File: src/design/ffra_pkg.sv
`timescale 1ns / 1ps
// Shared types and constants for the first-fit range allocator.
package ffra_pkg;

	localparam int SPACE_W = 8;
	localparam int DATA_W  = 32;
	// candidate base can reach 2^33-2, plus a 32-bit length
	localparam int END_W   = DATA_W + 2;

	typedef enum logic [1:0] {
		FN_PUT   = 2'd0,
		FN_DROP  = 2'd1,
		FN_ALLOC = 2'd2
	} func_t;

	typedef struct packed {
		logic               valid;
		logic [SPACE_W-1:0] space;
		logic [DATA_W-1:0]  base;
		logic [DATA_W-1:0]  size;
	} entry_t;

	typedef enum logic [2:0] {
		MEM_NONE  = 3'd0,
		MEM_CLEAR = 3'd1,
		MEM_PUT   = 3'd2,
		MEM_ALLOC = 3'd3,
		MEM_DROP  = 3'd4
	} mem_op_t;

	typedef enum logic [1:0] {
		RES_ZERO  = 2'd0,
		RES_FAIL  = 2'd1,
		RES_START = 2'd2,
		RES_CAND  = 2'd3
	} res_sel_t;

	typedef enum logic [5:0] {
		S_CLEAR = 6'b000001,
		S_IDLE  = 6'b000010,
		S_EXEC  = 6'b000100,
		S_PASS  = 6'b001000,
		S_SCAN  = 6'b010000,
		S_RESP  = 6'b100000
	} state_t;

	typedef struct packed {
		mem_op_t  mem_op;
		logic     capture;
		logic     cand_init;
		logic     cand_move;
		logic     pass_start;
		logic     idx_clr;
		logic     idx_inc;
		logic     res_load;
		res_sel_t res_sel;
	} cmd_t;

	typedef struct packed {
		logic [1:0] func;
		logic       slot_ok;
		logic       limit_ok;
		logic       conflict;
		logic       idx_last;
		logic       pass_last;
	} status_t;

endpackage

File: src/design/ffra_dp.sv
`timescale 1ns / 1ps
// Datapath: item registers, range table memory, candidate search and result registers.
module ffra_dp import ffra_pkg::*; #(
	parameter int SLOTS     = 16,
	parameter int ADDR_BITS = 32
) (
	input  logic               clk,
	input  logic               arst_n,
	input  logic [1:0]         func,
	input  logic [3:0]         slot,
	input  logic [SPACE_W-1:0] space_id,
	input  logic [DATA_W-1:0]  start_req,
	input  logic [DATA_W-1:0]  length,
	input  cmd_t               cmd,
	output status_t            st,
	output logic [DATA_W-1:0]  placed_base,
	output logic               failed
);

	localparam int IDX_W  = (SLOTS > 1) ? $clog2(SLOTS) : 1;
	localparam int PASS_W = $clog2(SLOTS + 1);
	localparam logic [END_W:0] LIMIT = (ADDR_BITS >= END_W) ? {(END_W + 1){1'b1}}
		: ((END_W + 1)'(1) << ADDR_BITS);

	entry_t mem [SLOTS];

	logic [1:0]         func_q;
	logic [3:0]         slot_q;
	logic [SPACE_W-1:0] space_q;
	logic [DATA_W-1:0]  start_q;
	logic [DATA_W-1:0]  len_q;
	logic [IDX_W-1:0]   idx_q;
	logic [PASS_W-1:0]  pass_q;
	logic [DATA_W:0]    cand_q;
	logic [END_W-1:0]   cand_end_q;
	entry_t             rd_q;
	logic [DATA_W-1:0]  placed_base_q;
	logic               failed_q;

	logic [IDX_W-1:0]   self_idx;
	logic [IDX_W-1:0]   rd_addr;
	logic [IDX_W-1:0]   wr_addr;
	logic               wr_en;
	entry_t             wr_data;
	logic [END_W-1:0]   end_now;
	logic [DATA_W:0]    hi;

	assign self_idx = IDX_W'(slot_q);
	assign end_now  = END_W'(cand_q) + END_W'(len_q);
	assign hi       = (DATA_W + 1)'(rd_q.base) + (DATA_W + 1)'(rd_q.size);
	assign rd_addr  = cmd.pass_start ? '0 : idx_q + IDX_W'(1);

	assign st.func      = func_q;
	assign st.slot_ok   = (32'(slot_q) < 32'(SLOTS));
	assign st.limit_ok  = ({1'b0, end_now} <= LIMIT) && !cand_q[DATA_W];
	// half-open overlap against the entry read last cycle
	assign st.conflict  = rd_q.valid && (idx_q != self_idx) && (rd_q.space == space_q)
		&& (cand_q < hi) && (END_W'(rd_q.base) < cand_end_q);
	assign st.idx_last  = (idx_q == IDX_W'(SLOTS - 1));
	assign st.pass_last = (pass_q == PASS_W'(SLOTS));

	always_comb begin
		wr_en   = 1'b1;
		wr_addr = self_idx;
		wr_data = '0;
		case (cmd.mem_op)
			MEM_CLEAR: begin
				wr_addr = idx_q;
			end
			MEM_PUT: begin
				wr_data = '{valid: 1'b1, space: space_q, base: start_q, size: len_q};
			end
			MEM_ALLOC: begin
				wr_data = '{valid: 1'b1, space: space_q, base: cand_q[DATA_W-1:0],
					size: len_q};
			end
			MEM_DROP: begin
				wr_data = '0;
			end
			default: begin
				wr_en = 1'b0;
			end
		endcase
	end

	always_ff @(posedge clk) begin
		if (wr_en) begin
			mem[wr_addr] <= wr_data;
		end
		rd_q <= mem[rd_addr];
	end

	always_ff @(posedge clk) begin
		if (cmd.capture) begin
			func_q  <= func;
			slot_q  <= slot;
			space_q <= space_id;
			start_q <= start_req;
			len_q   <= length;
		end
		if (cmd.cand_init) begin
			cand_q <= {1'b0, start_q};
		end else if (cmd.cand_move) begin
			cand_q <= hi;
		end
		if (cmd.pass_start) begin
			cand_end_q <= end_now;
		end
		if (cmd.res_load) begin
			case (cmd.res_sel)
				RES_FAIL: begin
					placed_base_q <= '0;
					failed_q      <= 1'b1;
				end
				RES_START: begin
					placed_base_q <= start_q;
					failed_q      <= 1'b0;
				end
				RES_CAND: begin
					placed_base_q <= cand_q[DATA_W-1:0];
					failed_q      <= 1'b0;
				end
				default: begin
					placed_base_q <= '0;
					failed_q      <= 1'b0;
				end
			endcase
		end
	end

	always_ff @(posedge clk or negedge arst_n) begin
		if (!arst_n) begin
			idx_q  <= '0;
			pass_q <= '0;
		end else begin
			if (cmd.idx_clr || cmd.pass_start) begin
				idx_q <= '0;
			end else if (cmd.idx_inc) begin
				idx_q <= idx_q + IDX_W'(1);
			end
			if (cmd.cand_init) begin
				pass_q <= '0;
			end else if (cmd.cand_move) begin
				pass_q <= pass_q + PASS_W'(1);
			end
		end
	end

	assign placed_base = placed_base_q;
	assign failed      = failed_q;

endmodule

File: src/design/ffra_ctrl.sv
`timescale 1ns / 1ps
// Controller: sequences table clearing, item execution, the first-fit scan and the result beat.
module ffra_ctrl import ffra_pkg::*; (
	input  logic    clk,
	input  logic    arst_n,
	input  logic    in_valid,
	output logic    in_stall,
	output logic    out_valid,
	input  logic    out_stall,
	input  status_t st,
	output cmd_t    cmd
);

	state_t   state_q, state_d;
	res_sel_t res_sel_q, res_sel_d;
	logic     out_valid_q;
	logic     out_free;

	assign out_free  = !out_valid_q || !out_stall;
	assign in_stall  = (state_q != S_IDLE);
	assign out_valid = out_valid_q;

	always_comb begin
		state_d   = state_q;
		res_sel_d = res_sel_q;
		cmd       = '{mem_op: MEM_NONE, res_sel: res_sel_q, default: 1'b0};
		unique case (state_q)
			S_CLEAR: begin
				cmd.mem_op  = MEM_CLEAR;
				cmd.idx_inc = 1'b1;
				if (st.idx_last) begin
					cmd.idx_clr = 1'b1;
					state_d     = S_IDLE;
				end
			end
			S_IDLE: begin
				if (in_valid) begin
					cmd.capture = 1'b1;
					state_d     = S_EXEC;
				end
			end
			S_EXEC: begin
				state_d   = S_RESP;
				res_sel_d = RES_ZERO;
				if (!st.slot_ok) begin
					res_sel_d = RES_FAIL;
				end else begin
					case (st.func)
						FN_PUT: begin
							cmd.mem_op = MEM_PUT;
							res_sel_d  = RES_START;
						end
						FN_DROP: begin
							cmd.mem_op = MEM_DROP;
						end
						FN_ALLOC: begin
							cmd.cand_init = 1'b1;
							state_d       = S_PASS;
						end
						default: begin
							res_sel_d = RES_ZERO;
						end
					endcase
				end
			end
			S_PASS: begin
				if (!st.limit_ok) begin
					res_sel_d = RES_FAIL;
					state_d   = S_RESP;
				end else begin
					cmd.pass_start = 1'b1;
					state_d        = S_SCAN;
				end
			end
			S_SCAN: begin
				if (st.conflict) begin
					// jump past the blocking range and rescan, unless passes ran out
					if (st.pass_last) begin
						res_sel_d = RES_FAIL;
						state_d   = S_RESP;
					end else begin
						cmd.cand_move = 1'b1;
						state_d       = S_PASS;
					end
				end else if (st.idx_last) begin
					cmd.mem_op = MEM_ALLOC;
					res_sel_d  = RES_CAND;
					state_d    = S_RESP;
				end else begin
					cmd.idx_inc = 1'b1;
				end
			end
			S_RESP: begin
				if (out_free) begin
					cmd.res_load = 1'b1;
					state_d      = S_IDLE;
				end
			end
			default: begin
				state_d = S_IDLE;
			end
		endcase
	end

	always_ff @(posedge clk or negedge arst_n) begin
		if (!arst_n) begin
			state_q     <= S_CLEAR;
			res_sel_q   <= RES_ZERO;
			out_valid_q <= 1'b0;
		end else begin
			state_q   <= state_d;
			res_sel_q <= res_sel_d;
			if (cmd.res_load) begin
				out_valid_q <= 1'b1;
			end else if (!out_stall) begin
				out_valid_q <= 1'b0;
			end
		end
	end

endmodule

File: src/design/first_fit_range_allocator.sv
`timescale 1ns / 1ps
// First-fit address range allocator: top level joining controller and datapath.
//
// Input channel (in_valid / in_stall) carries one item per beat: func selects write of a
// placed range, clear of a slot, or allocation starting at start_req. Output channel
// (out_valid / out_stall) returns one beat per item: placed_base and failed.
// After reset the table memory is swept once, one entry a cycle, with in_stall held high
// until the sweep ends. Items are handled one at a time.
// Write, clear, bad slot or unknown func: the item is captured in S_IDLE, executed in
// S_EXEC and its result loaded from S_RESP. Allocation adds scan passes between S_EXEC
// and S_RESP (the first, plus one after each conflict met, at most SLOTS + 1), each
// reading up to SLOTS entries, one entry per cycle from the table's single read port.
// The result sits in an output register; while out_stall is high it holds, and the
// block still takes the next item and works on it, waiting only to present that next
// result until the register is free.
module first_fit_range_allocator import ffra_pkg::*; #(
	parameter int SLOTS     = 16,
	parameter int ADDR_BITS = 32
) (
	input  logic               clk,
	input  logic               arst_n,
	input  logic               in_valid,
	output logic               in_stall,
	input  logic [1:0]         func,
	input  logic [3:0]         slot,
	input  logic [SPACE_W-1:0] space_id,
	input  logic [DATA_W-1:0]  start_req,
	input  logic [DATA_W-1:0]  length,
	output logic               out_valid,
	input  logic               out_stall,
	output logic [DATA_W-1:0]  placed_base,
	output logic               failed
);

	cmd_t    cmd;
	status_t st;

	ffra_ctrl u_ctrl (
		.clk       (clk),
		.arst_n    (arst_n),
		.in_valid  (in_valid),
		.in_stall  (in_stall),
		.out_valid (out_valid),
		.out_stall (out_stall),
		.st        (st),
		.cmd       (cmd)
	);

	ffra_dp #(
		.SLOTS     (SLOTS),
		.ADDR_BITS (ADDR_BITS)
	) u_dp (
		.clk         (clk),
		.arst_n      (arst_n),
		.func        (func),
		.slot        (slot),
		.space_id    (space_id),
		.start_req   (start_req),
		.length      (length),
		.cmd         (cmd),
		.st          (st),
		.placed_base (placed_base),
		.failed      (failed)
	);

endmodule

File: config.mk
export PLATFORM = sky130hd
export DESIGN_NAME = first_fit_range_allocator
export DESIGN_NICKNAME = d
export VERILOG_FILES = /design/src/design/ffra_pkg.sv /design/src/design/ffra_dp.sv /design/src/design/ffra_ctrl.sv /design/src/design/first_fit_range_allocator.sv
export SDC_FILE = /design/constraint.sdc
export NUM_CORES = 2
export LEC_CHECK = 0
export BUFFER_PORTS_ARGS = -buffer_cell sky130_fd_sc_hd__buf_2
export CORE_MARGIN = 2
export CORE_UTILIZATION = 40
export DETAILED_ROUTE_END_ITERATION = 10
export PLACE_DENSITY = 0.56
export SLEW_MARGIN = 20
export SYNTH_ARGS = -nofsm -noshare
export SYNTH_HDL_FRONTEND = slang
export SYNTH_SLANG_ARGS = --single-unit
File: constraint.sdc
create_clock -name clk -period 14.6 [get_ports clk]
set_input_delay 1.46 -clock clk [delete_from_list [all_inputs] [get_ports clk]]
set_output_delay 1.46 -clock clk [all_outputs]
set_load 0.01 [all_outputs]
==> reports/results.ini <==
[floorplan]
dieHeight_um = 393
ios = 117
die_w_um = 393
start_util_pct = 40.3
rows = 142
die_area_sq_mm = 0.154
core_sq_mm = 0.150

[sta]
slew_headroom_pct = 22.9
rsz0062_at_grt = no
min_period_ns = 8.36
clock.fmax_mhz = 120
tns_ns = 0
tightest_slew_ns = 1.16
setup_viol = 0
hold_violations = 0
skew_ns = 0.0563
slew_violations = 0
period_share_pct = 57.3

[global_route]
grt_pass1_vias = 34900
grt_usage_pct = 22.9
grt_max_degree = 95
busiest_layer = met2
grt_pass1_wl_um = 254000
grtUsageMet2_pct = 36.8
grt_antenna_before_repair = 12
grt_overflow_total = 0
grt_use_met3_pct = 3.44
use_met1_pct = 32.2

[placement]
dp.final_hpwl_um = 105000
dp_cells = 5581
dpl-instance-area_sq_mm = 0.0633
routabilityCongestion = 0.908
io_buffers = 116

[detailed_routing]
viasPerCell = 5.99
wire_per_inst_um = 30.2
drt_iter0_markers = 3637
vias = 35100
firstDrtPassIters = 6
drc = 0
totalWireLength_um = 177000
ant_nets = 0

[synth]
async_reset_ff_share_pct = 1.25
ys_seq_elements = 1437
synth.avg_cell_area_sq_um = 16.7
synthesis.area_sq_mm = 0.0605
synth_top_area_share_pct = 66.8
ys.flop_type = edfxtp_1
synth_edf_count = 1345
synth_top_area_cell = edfxtp_1
synth_area_leaders = edfxtp_1, mux2_2, mux4_2, ha_1, dfxtp_1
ys_types = 86
syn_inst = 3610
ys_warn_count = 0
ys_seq_area_share_pct = 70.0
synth_nets = 3824

[cells_and_area]
layout-drive-gt1-share_pct = 24.8
area_growth_syn_to_layout_pct = 12.9
final.fill_count = 13000
nets = 3934
fin_area_sq_mm = 0.0683
fin_cells = 5868

[setup_path]
cpPeakStageDelay_ns = 0.68
crit_slowest_cell = nor2_4
critPathLaunchType = flip-flop
reg2regPathDepth = 27
arrival_ns = 8.75
reg2reg_slack_ns = 6.24
critical_path_class = reg2reg
endpoint_kind = flip-flop
cp_top_family = compound AO/OA/AOI/OAI gates
cp_num_cells = 27
critical_path_buf_inv_count = 4
cp_max_fo = 35
worst-endpoint-required_ns = 14.99

[clock_tree]
cts_hold_buf = 0
clockBufferDepth = 3
postCtsResizedCells = 0
path_clk_slew_ns = 0.06
cts_sinks = 1437
clock_latency_ns = 0.81
cts_setup_buffers = 0
cts_root_buffer = clkbuf_16
cts_buffers = 153
htreeDepth = 4
tritoncts = done

[run]
drv_cap = 0

[pwr]
p_per_area_mw_per_mm2 = 172
vdd_drop_max_uv = 117
power.leakage_nw = 20.1

[outcome]
status = complete, no violations

[min_path]
worstHoldPathCells = 2
hold_class = reg2reg

-- synth_stat cells, types with 40 or more instances --
cell type / number
o2111ai_1: 76
a31o_2: 76
a2bb2oi_2: 60
clkbuf_1: 190
edfxtp_1: 1345
a222oi_1: 73
o221ai_2: 49
nor2_1: 85
a21o_1: 40
dfxtp_1: 74
a21oi_1: 78
a22oi_1: 147
ha_1: 130
inv_1: 78
mux4_2: 73
nor2b_1: 81
nand2_1: 82
xnor2_1: 43
mux2_2: 220
nand4_1: 95
o21ai_0: 78
-- where the power goes --
group | internal [W] | leakage (nW) | switching, W
clock | 0.00217 | 2.43 | 0.00165
sequential | 0.00480 | 11.2 | 0.000224
combinational | 0.00113 | 6.46 | 0.00176
-- metal layers --
layer	routed length, um	vias to the layer above
li1	-	15100
met1	76400	18300
met2	83500	1442
met3	12300	276
met4	5200	2
met5	13	-
-- registers in the layout, indices dropped and copies added (netlist names), 4 cells and up --
signal,flops
u_ctrl.state_q,6
u_dp.cand_end_q,34
u_dp.cand_q,33
u_dp.idx_q,4
u_dp.len_q,32
u_dp.mem,1168
u_dp.pass_q,5
u_dp.placed_base,32
u_dp.rd_q,73
u_dp.self_idx,4
u_dp.space_q,8
u_dp.start_q,32
-- path summary, 6_finish.rpt --
check / startpoint / endpoint
min in group asynchronous: arst_n / u_ctrl.out_valid$_DFFE_PN0P_
worst min-delay path: u_dp.pass_q[4]$_DFFE_PN0P_ / u_dp.pass_q[4]$_DFFE_PN0P_
max in group asynchronous: arst_n / u_dp.pass_q[4]$_DFFE_PN0P_
worst min register to register: u_dp.pass_q[4]$_DFFE_PN0P_ / u_dp.pass_q[4]$_DFFE_PN0P_
worst max-delay path: u_dp.rd_q[0]$_DFF_P_ / u_dp.mem[11][18]$_DFFE_PP_
worst max register to register: u_dp.rd_q[0]$_DFF_P_ / u_dp.mem[11][18]$_DFFE_PP_
-- logic make-up after synthesis --
group | after synthesis | share of synthesized area [%]
buf+inv | 316 | 2.38
xor+xnor | 72 | 1.04
flops | 1437 | 70.0
compound gates | 859 | 12.3
simple gates | 466 | 4.17
fa+ha+maj | 132 | 2.76
mux | 328 | 7.40
-- through the flow --
step	power, W	hold WS [ns]	utilization [%]	setup slack, ns
floorplan	0.00701	0.497	-	6.33
global placement	0.00798	0.516	42.2	6.25
detailed placement	0.00798	0.536	42.2	6.28
CTS	0.0118	0.540	45.5	6.21
global route	0.0122	0.567	45.5	5.72
finish	0.0117	0.556	45.5	6.24
-- placed cells by master, fill, tap and decap left out, types with 31 or more instances in the layout --
cell,Yosys,layout
mux2_2,220,220
a22o_1,32,32
clkinv_2,0,31
nor2_1,85,66
nand4_1,95,95
a222oi_1,73,73
xnor2_1,43,42
dfxtp_1,74,74
o221ai_2,49,49
buf_4,5,73
edfxtp_1,1345,1345
a21o_1,40,40
inv_1,78,78
a22oi_1,147,147
mux2i_1,35,35
ha_1,130,129
o21ai_0,78,77
o2111ai_1,76,76
clkbuf_16,0,154
mux4_2,73,73
clkbuf_1,190,38
nand2_1,82,82
buf_2,5,116
a2bb2oi_2,60,60
a31o_2,76,76
a21oi_1,78,77
nor2b_1,81,72
-- layout make-up --
| type | instances | area (sq um) | area share, % |
|---|---|---|---|
| Antenna cell | 2 | 5.00 | 0.00733 |
| Clock buffer | 204 | 4160 | 6.09 |
| Clock inverter | 81 | 815 | 1.19 |
| Inverter | 78 | 293 | 0.429 |
| Multi-Input combinational cell | 1857 | 17000 | 24.8 |
| Sequential cell | 1437 | 42300 | 62.0 |
| Tap cell | 2016 | 2520 | 3.69 |
| Timing Repair Buffer | 193 | 1210 | 1.77 |
-- tightest hold or removal path: stages (launching register included) --
cell and delay (ns):
dfrtp_1 0.36, xor2_1 0.07, nor2_1 0.08
Note: power is estimated with default switching activity, not from simulation.
